## config.mk

```make
export PLATFORM = sky130hd
export DESIGN_NAME = minmax_envelope_decimator_top
export DESIGN_NICKNAME = d
export VERILOG_FILES = /design/src/rtl/mmed_pkg.sv /design/src/rtl/mmed_front.sv /design/src/rtl/mmed_queue.sv /design/src/rtl/mmed_back.sv /design/src/rtl/minmax_envelope_decimator_top.sv
export SDC_FILE = /design/constraint.sdc
export NUM_CORES = 1
export LEC_CHECK = 0
export ABC_AREA = 0
export BUFFER_PORTS_ARGS = -buffer_cell sky130_fd_sc_hd__buf_2
export CELL_PAD_IN_SITES_DETAIL_PLACEMENT = 1
export CELL_PAD_IN_SITES_GLOBAL_PLACEMENT = 2
export CORE_ASPECT_RATIO = 1.25
export CORE_MARGIN = 1
export CORE_UTILIZATION = 23
export CTS_CLUSTER_SIZE = 12
export DETAILED_ROUTE_END_ITERATION = 10
export PLACE_DENSITY_LB_ADDON = 0.1
export SYNTH_ARGS = -nofsm -noshare
export SYNTH_HDL_FRONTEND = slang
export SYNTH_SLANG_ARGS = --single-unit
export TNS_END_PERCENT = 50
```

## constraint.sdc

```tcl
create_clock -name i_clk -period 6.2 [get_ports i_clk]
set_clock_uncertainty 0.2 [all_clocks]
set_input_delay 0 -clock i_clk [delete_from_list [all_inputs] [get_ports i_clk]]
set_output_delay 0 -clock i_clk [all_outputs]
set_load 0.05 [all_outputs]
```

## src/rtl/mmed_pkg.sv

```systemverilog
// Shared types and constants for the min/max envelope decimator.
`default_nettype none

package mmed_pkg;

    localparam int SAMPLE_W = 32;
    localparam int COL_W    = 5;
    localparam int AXES_W   = 6;
    localparam int ROW_W    = 16;
    localparam int OUTCOL_W = 3;
    localparam int CFG_IDX_W  = 4;
    localparam int CFG_DATA_W = 16;

    // Configuration register indexes
    localparam logic [CFG_IDX_W-1:0] REG_NUM_AXES = 4'd0;
    localparam logic [CFG_IDX_W-1:0] REG_SPB      = 4'd1;

    typedef struct packed {
        logic [AXES_W-1:0] num_axes;
        logic [ROW_W-1:0]  samples_per_bucket;
    } t_cfg;

    // One classified sample handed from front to back
    typedef struct packed {
        logic signed [SAMPLE_W-1:0] sample;
        logic [COL_W-1:0]           col;
        logic                       first_row;
        logic                       last_row;
        logic                       last_col;
    } t_entry;

endpackage

`default_nettype wire

```

## src/rtl/mmed_front.sv

```systemverilog
// Front end: accept samples, track column and row, classify kept columns.
`default_nettype none

module mmed_front #(
    parameter int MAX_COLUMNS = 8
) (
    input  wire                                  i_clk,
    input  wire                                  i_rst_n,
    input  wire mmed_pkg::t_cfg                  i_cfg,
    input  wire                                  i_in_valid,
    output logic                                 o_in_ready,
    input  wire logic signed [mmed_pkg::SAMPLE_W-1:0] i_sample,
    input  wire                                  i_q_full,
    output logic                                 o_push,
    output mmed_pkg::t_entry                     o_entry
);

    localparam logic [mmed_pkg::AXES_W-1:0] KEPT_MAX = mmed_pkg::AXES_W'(MAX_COLUMNS);

    logic [mmed_pkg::COL_W-1:0]  r_col, n_col;
    logic [mmed_pkg::ROW_W-1:0]  r_row, n_row;
    logic [mmed_pkg::AXES_W-1:0] axes, kept, col_ext;
    logic [mmed_pkg::ROW_W-1:0]  spb;
    logic                        accept, last_row, col_kept, row_end;

    always_comb begin
        // clamp axis count to 1..32 and bucket length to at least one row
        if (i_cfg.num_axes == '0) begin
            axes = mmed_pkg::AXES_W'(1);
        end else if (i_cfg.num_axes > mmed_pkg::AXES_W'(32)) begin
            axes = mmed_pkg::AXES_W'(32);
        end else begin
            axes = i_cfg.num_axes;
        end
        kept     = (axes < KEPT_MAX) ? axes : KEPT_MAX;
        spb      = (i_cfg.samples_per_bucket == '0) ? mmed_pkg::ROW_W'(1)
                                                    : i_cfg.samples_per_bucket;
        col_ext  = {1'b0, r_col};
        last_row = (r_row >= (spb - mmed_pkg::ROW_W'(1)));
        col_kept = (col_ext < kept);
        row_end  = (col_ext >= (axes - mmed_pkg::AXES_W'(1)));

        o_in_ready = !i_q_full;
        accept     = i_in_valid && o_in_ready;
        o_push     = accept && col_kept;

        o_entry.sample    = i_sample;
        o_entry.col       = r_col;
        o_entry.first_row = (r_row == '0);
        o_entry.last_row  = last_row;
        o_entry.last_col  = (col_ext == (kept - mmed_pkg::AXES_W'(1)));

        n_col = r_col;
        n_row = r_row;
        if (accept) begin
            if (row_end) begin
                n_col = '0;
                n_row = last_row ? '0 : r_row + mmed_pkg::ROW_W'(1);
            end else begin
                n_col = r_col + mmed_pkg::COL_W'(1);
            end
        end
    end

    always_ff @(posedge i_clk) begin
        if (!i_rst_n) begin
            r_col <= '0;
            r_row <= '0;
        end else begin
            r_col <= n_col;
            r_row <= n_row;
        end
    end

endmodule

`default_nettype wire

```

## src/rtl/mmed_queue.sv

```systemverilog
// Two-entry queue between the front and back ends.
`default_nettype none

module mmed_queue (
    input  wire                    i_clk,
    input  wire                    i_rst_n,
    input  wire                    i_push,
    input  wire mmed_pkg::t_entry  i_entry,
    input  wire                    i_pop,
    output logic                   o_full,
    output logic                   o_valid,
    output mmed_pkg::t_entry       o_head
);

    localparam int DEPTH = 2;

    mmed_pkg::t_entry r_mem [DEPTH];
    logic             r_wptr, r_rptr;
    logic [1:0]       r_count;
    logic             do_pop;

    assign o_full  = (r_count == 2'(DEPTH));
    assign o_valid = (r_count != '0);
    assign o_head  = r_mem[r_rptr];
    assign do_pop  = i_pop && o_valid;

    always_ff @(posedge i_clk) begin
        if (i_push) begin
            r_mem[r_wptr] <= i_entry;
        end
    end

    always_ff @(posedge i_clk) begin
        if (!i_rst_n) begin
            r_wptr  <= 1'b0;
            r_rptr  <= 1'b0;
            r_count <= '0;
        end else begin
            if (i_push) begin
                r_wptr <= !r_wptr;
            end
            if (do_pop) begin
                r_rptr <= !r_rptr;
            end
            if (i_push && !do_pop) begin
                r_count <= r_count + 2'd1;
            end else if (!i_push && do_pop) begin
                r_count <= r_count - 2'd1;
            end
        end
    end

endmodule

`default_nettype wire

```

## src/rtl/mmed_back.sv

```systemverilog
// Back end: per-column min/max update and registered result beat.
`default_nettype none

module mmed_back #(
    parameter int MAX_COLUMNS = 8
) (
    input  wire                                   i_clk,
    input  wire                                   i_rst_n,
    input  wire                                   i_head_valid,
    input  wire mmed_pkg::t_entry                 i_head,
    output logic                                  o_pop,
    output logic                                  o_out_valid,
    input  wire                                   i_out_ready,
    output logic [mmed_pkg::OUTCOL_W-1:0]         o_column,
    output logic signed [mmed_pkg::SAMPLE_W-1:0]  o_min_value,
    output logic signed [mmed_pkg::SAMPLE_W-1:0]  o_max_value,
    output logic                                  o_last
);

    localparam int IDX_W = (MAX_COLUMNS > 1) ? $clog2(MAX_COLUMNS) : 1;

    logic signed [mmed_pkg::SAMPLE_W-1:0] r_min [MAX_COLUMNS];
    logic signed [mmed_pkg::SAMPLE_W-1:0] r_max [MAX_COLUMNS];
    logic signed [mmed_pkg::SAMPLE_W-1:0] cur_min, cur_max, n_min, n_max;
    logic [IDX_W-1:0]                     idx;
    logic                                 emit;

    always_comb begin
        idx     = i_head.col[IDX_W-1:0];
        cur_min = r_min[idx];
        cur_max = r_max[idx];
        n_min   = cur_min;
        n_max   = cur_max;
        // first row loads both; otherwise at most one side moves
        if (i_head.first_row) begin
            n_min = i_head.sample;
            n_max = i_head.sample;
        end else if (i_head.sample < cur_min) begin
            n_min = i_head.sample;
        end else if (cur_max < i_head.sample) begin
            n_max = i_head.sample;
        end
        emit  = i_head.last_row;
        o_pop = i_head_valid && (!emit || !o_out_valid || i_out_ready);
    end

    always_ff @(posedge i_clk) begin
        if (o_pop) begin
            r_min[idx] <= n_min;
            r_max[idx] <= n_max;
        end
        if (o_pop && emit) begin
            o_column    <= i_head.col[mmed_pkg::OUTCOL_W-1:0];
            o_min_value <= n_min;
            o_max_value <= n_max;
            o_last      <= i_head.last_col;
        end
    end

    always_ff @(posedge i_clk) begin
        if (!i_rst_n) begin
            o_out_valid <= 1'b0;
        end else if (o_pop && emit) begin
            o_out_valid <= 1'b1;
        end else if (i_out_ready) begin
            o_out_valid <= 1'b0;
        end
    end

endmodule

`default_nettype wire

```

## src/rtl/minmax_envelope_decimator_top.sv

```systemverilog
// An accepted sample beat enters the queue; its result beat is registered on pop.
// Throughput: one sample beat per cycle while the result channel does not stall,
// set by the compare-and-update of per-column min/max registers in the back end.
// The two-entry queue and the output register let the input keep flowing while
// a result beat waits. Reset is synchronous, active low: it clears the counters,
// the queue and the output valid; configuration returns to one axis, one row.
`default_nettype none

module minmax_envelope_decimator_top #(
    parameter int MAX_COLUMNS = 8
) (
    input  wire                                      i_clk,
    input  wire                                      i_rst_n,
    // sample channel
    input  wire                                      i_in_valid,
    output logic                                     o_in_ready,
    input  wire logic signed [mmed_pkg::SAMPLE_W-1:0] i_sample,
    // result channel
    output logic                                     o_out_valid,
    input  wire                                      i_out_ready,
    output logic [mmed_pkg::OUTCOL_W-1:0]            o_column,
    output logic signed [mmed_pkg::SAMPLE_W-1:0]     o_min_value,
    output logic signed [mmed_pkg::SAMPLE_W-1:0]     o_max_value,
    output logic                                     o_last,
    // configuration write channel
    input  wire                                      i_cfg_valid,
    output logic                                     o_cfg_ready,
    input  wire [mmed_pkg::CFG_IDX_W-1:0]            i_cfg_index,
    input  wire [mmed_pkg::CFG_DATA_W-1:0]           i_cfg_data
);

    mmed_pkg::t_cfg   r_cfg;
    mmed_pkg::t_entry push_entry, head;
    logic             push, pop, q_full, q_valid;

    // Configuration writes are always taken; unknown indexes are dropped.
    assign o_cfg_ready = 1'b1;

    always_ff @(posedge i_clk) begin
        if (!i_rst_n) begin
            r_cfg.num_axes           <= mmed_pkg::AXES_W'(1);
            r_cfg.samples_per_bucket <= mmed_pkg::ROW_W'(1);
        end else if (i_cfg_valid && o_cfg_ready) begin
            unique case (i_cfg_index)
                mmed_pkg::REG_NUM_AXES: begin
                    r_cfg.num_axes <= i_cfg_data[mmed_pkg::AXES_W-1:0];
                end
                mmed_pkg::REG_SPB: begin
                    r_cfg.samples_per_bucket <= i_cfg_data[mmed_pkg::ROW_W-1:0];
                end
                default: begin
                    r_cfg <= r_cfg;
                end
            endcase
        end
    end

    // Front: count columns and rows, push only kept columns.
    mmed_front #(
        .MAX_COLUMNS(MAX_COLUMNS)
    ) u_front (
        .i_clk      (i_clk),
        .i_rst_n    (i_rst_n),
        .i_cfg      (r_cfg),
        .i_in_valid (i_in_valid),
        .o_in_ready (o_in_ready),
        .i_sample   (i_sample),
        .i_q_full   (q_full),
        .o_push     (push),
        .o_entry    (push_entry)
    );

    // Queue: decouple the sample stall from the result stall.
    mmed_queue u_queue (
        .i_clk   (i_clk),
        .i_rst_n (i_rst_n),
        .i_push  (push),
        .i_entry (push_entry),
        .i_pop   (pop),
        .o_full  (q_full),
        .o_valid (q_valid),
        .o_head  (head)
    );

    // Back: update the envelope and present result beats.
    mmed_back #(
        .MAX_COLUMNS(MAX_COLUMNS)
    ) u_back (
        .i_clk        (i_clk),
        .i_rst_n      (i_rst_n),
        .i_head_valid (q_valid),
        .i_head       (head),
        .o_pop        (pop),
        .o_out_valid  (o_out_valid),
        .i_out_ready  (i_out_ready),
        .o_column     (o_column),
        .o_min_value  (o_min_value),
        .o_max_value  (o_max_value),
        .o_last       (o_last)
    );

endmodule

`default_nettype wire

```

==> impl_metrics.toml <==
[final_layout]
fin_util_pct = 29.2
n_fill_cell = 12800
syn_to_final_growth_pct = 25.2
drive_above_1_share_pct = 19.8
stdcell_count = 3807
nets = 2304

[die]
rows = 143
pin_count = 128
core_area_um2 = 122000
initial_core_util_pct = 23.3
die_area_um2 = 125000
die_y_um = 395
fp.dieW_um = 317

[status]
status = "finished, final reports clean"

[clock_tree]
worst_skew_pair.late_latency_ps = 660
ctsHtreeMaxLevel = 3
clkSlewWorstSetupHoldPaths_ps = 60
numCtsBuffers = 79
cts-root-buf = "clkbuf_16"
cts_num_sinks = 705
tritoncts = "done"
cts_buffer_depth = 3

[routing]
remaining_drc_errors = 0
drtAntennaViolNets = 0
viasPerCell = 4.62
finalWirelength_um = 104000
drt_iter0_markers = 1010
avgRoutedWirePerCell_um = 27.4
dr.pass1.iters = 6
num_vias = 17600

[sta]
worst_pin_slew_ps = 1120
fin_hold_ws_ps = 81.4
timing.final.crit_share_pct = 94.0
final-hold-violation-count = 0
fmax_mhz = 172
maxSlewViolCount = 0
setup_viol = 0
fin_crit_ps = 5830
setup_tns_ps = 0
rsz0062_at_grt = "true"
slew_headroom_pct = 23.3

[placement]
gp_congestion = 0.748
place.detailed.hpwl_um = 67400
dp.cells = 3556
port_buffers = 126

[logic_synthesis]
synthTopCellsByCount = "edfxtp_1 (656), mux2i_1 (105), a22oi_1 (102)"
yosysTopAreaCell = "edfxtp_1"
syn_inst = 1779
yosysUniqueCellTypes = 70
syn_area_per_cell_um2 = 16.0
synth-seq-cells = 705
synth_top_area_share_pct = 69.2
yosysSeqAreaShare_pct = 72.6
yosysWarnings = 0
synth_most_common_cell = "edfxtp_1"
async_flop_share_pct = 0
synth_edf_count = 656
ys_top_cells_by_area = "edfxtp_1 (69%), ha_1 (4.2%), mux2i_1 (3.7%)"
synthFlopType = "edfxtp_1"
syn_area_um2 = 28500

[setup_path]
setup.worst_path.end_class = "register"
critPathTopFamily = "compound AO/OA/AOI/OAI gates"
critical_path_buf_inv_count = 4
slowest_delay_ps = 960
cp.arrival_ps = 5910
worstPathCellList = "buf_4 > nand2b_1 > o32a_1 > nor2_4 > buf_12 > a222oi_1 > o21ai_0 > a21oi_1 > ha_1 > nand4_1 > nor2_1 > nand2_1 > nor4_1 > buf_4 > o21a_1 > buf_4 > nor3_1 > o21ai_4 > mux2i_1"
start_kind = "register"
cp_slowest_cell = "mux2i_1"
cp_data_required_time_ps = 6280
worst_path_most_repeated_cell = "buf_4"
crit_type = "reg2reg"
cp_max_fo = 34

[global_route]
overflow = 0
grt_pass1_vias = 19100
grt_max_degree = 63
grt_pass1_wl_um = 147000
track_usage_pct = 16.7
antenna_found_initial = 2

[power_and_ir_drop]
cellLeakagePower_uw = 0.0123
peakVddDrop_mv = 0.189
power_density_nw_per_um2 = 532

[worst_hold_path]
worstHoldPathType = "in2reg"

[flow_run]
drv_cap = 0
==> where the power goes <==
group | internal, uW | switching, uW
logic | 2160 | 4920
registers | 7100 | 299
clock network | 2520 | 1970
total | 11800 | 7180
==> repair_timing <==
| action | 4_1_cts | 5_1_grt |
|---|---|---|
| resized for setup | 0 | 11 |
| endpoints found under the setup margin | 9 | 99 |
| hold buffers | 108 | 0 |
| buffers inserted | 2 | 0 |
| hold endpoints to repair | 116 | 0 |
| pin swaps | 1 | 0 |
==> metal layers <==
| layer | vias up | GRT usage, % | wire (um) |
|---|---|---|---|
| met2 | 290 | 29.5 | 53000 |
| met5 | - | 0 | 0 |
| met3 | 109 | 1.89 | 2680 |
| met1 | 9280 | 21.3 | 46300 |
| met4 | 0 | 4.80 | 2120 |
| li1 | 7901 | - | - |
==> worst reg2reg max path, delay by kind of cell, from the launching register on <==
kind	cells	cell delay (ps)
multiplexers	1	960
flip-flops	1	380
buffers and inverters	4	710
AND/OR/NAND/NOR	7	1000
adder cells (fa/ha/maj)	1	270
AO/OA/AOI/OAI	6	1930
==> path summary, 6_finish.rpt <==
check | from | to | slack (ps) | cells after the start
setup reg to reg | register | u_back.o_min_value[1] | 370 | 19
hold / removal | i_rst_n | u_back.o_out_valid | 80 | 3
setup / recovery | register | u_back.o_min_value[1] | 370 | 19
hold reg to reg | u_queue.r_rptr | u_queue.r_rptr | 300 | 2
==> through the flow <==
| stage | setup WS [ps] | instance area [um^2] | power [uW] |
|---|---|---|---|
| after global routing | -2.38 | 35700 | 19900 |
| after floorplan | 1240 | 28500 | 11300 |
| final | 372 | 35700 | 19000 |
| after detailed placement | 9.72 | 32100 | 14600 |
| after global placement | -31.0 | 32100 | 14500 |
| after CTS | 113 | 35600 | 19300 |
==> cells in the final DEF, fill, tap and decap left out, types with 48 or more instances in the layout <==
master and n:
ha_1 95, dlygate4sd3_1 108, edfxtp_1 656, nor2_1 71, clkbuf_16 79, nand2_1 71, mux2i_1 94, o22ai_1 87
buf_4 117, buf_2 126, a22oi_1 102, dfxtp_1 48
==> kinds of logic after synthesis <==
| family | count (synthesis) | synth area share (%) |
|---|---|---|
| other | 1 | 0.0132 |
| buffers and inverters | 123 | 1.76 |
| DFF | 705 | 72.6 |
| muxes | 140 | 5.48 |
| AOI/OAI and AO/OA | 371 | 9.33 |
| xor gates and xnor gates | 35 | 1.08 |
| adders and majority gates | 95 | 4.17 |
| and+or+nand+nor | 309 | 5.54 |
==> state kept, by name, summed over array words and instances (netlist names), named ones only <==
name / count
r_cfg: 22
u_back.o_column: 3
u_front.r_row: 16
u_queue.r_rptr: 1
u_back.r_max: 256
u_back.o_min_value: 32
u_back.o_max_value: 32
u_back.o_last: 1
u_queue.r_count: 2
u_front.r_col: 5
u_queue.r_mem: 76
u_back.o_out_valid: 1
u_back.r_min: 256
u_queue.r_wptr: 1
==> area by class of cell <==
cell class	count	area, um^2	area share [%]
antenna	1	2.50	0.00702
sequential	705	20700	58.0
clock buffer	101	2060	5.78
multi-input combinational	952	7470	21.0
tap	1595	2000	5.60
inverter	45	169	0.474
timing repair buffer	369	2950	8.27
clock inverter	39	319	0.895
No activity file was read; power rests on OpenSTA's default activity.
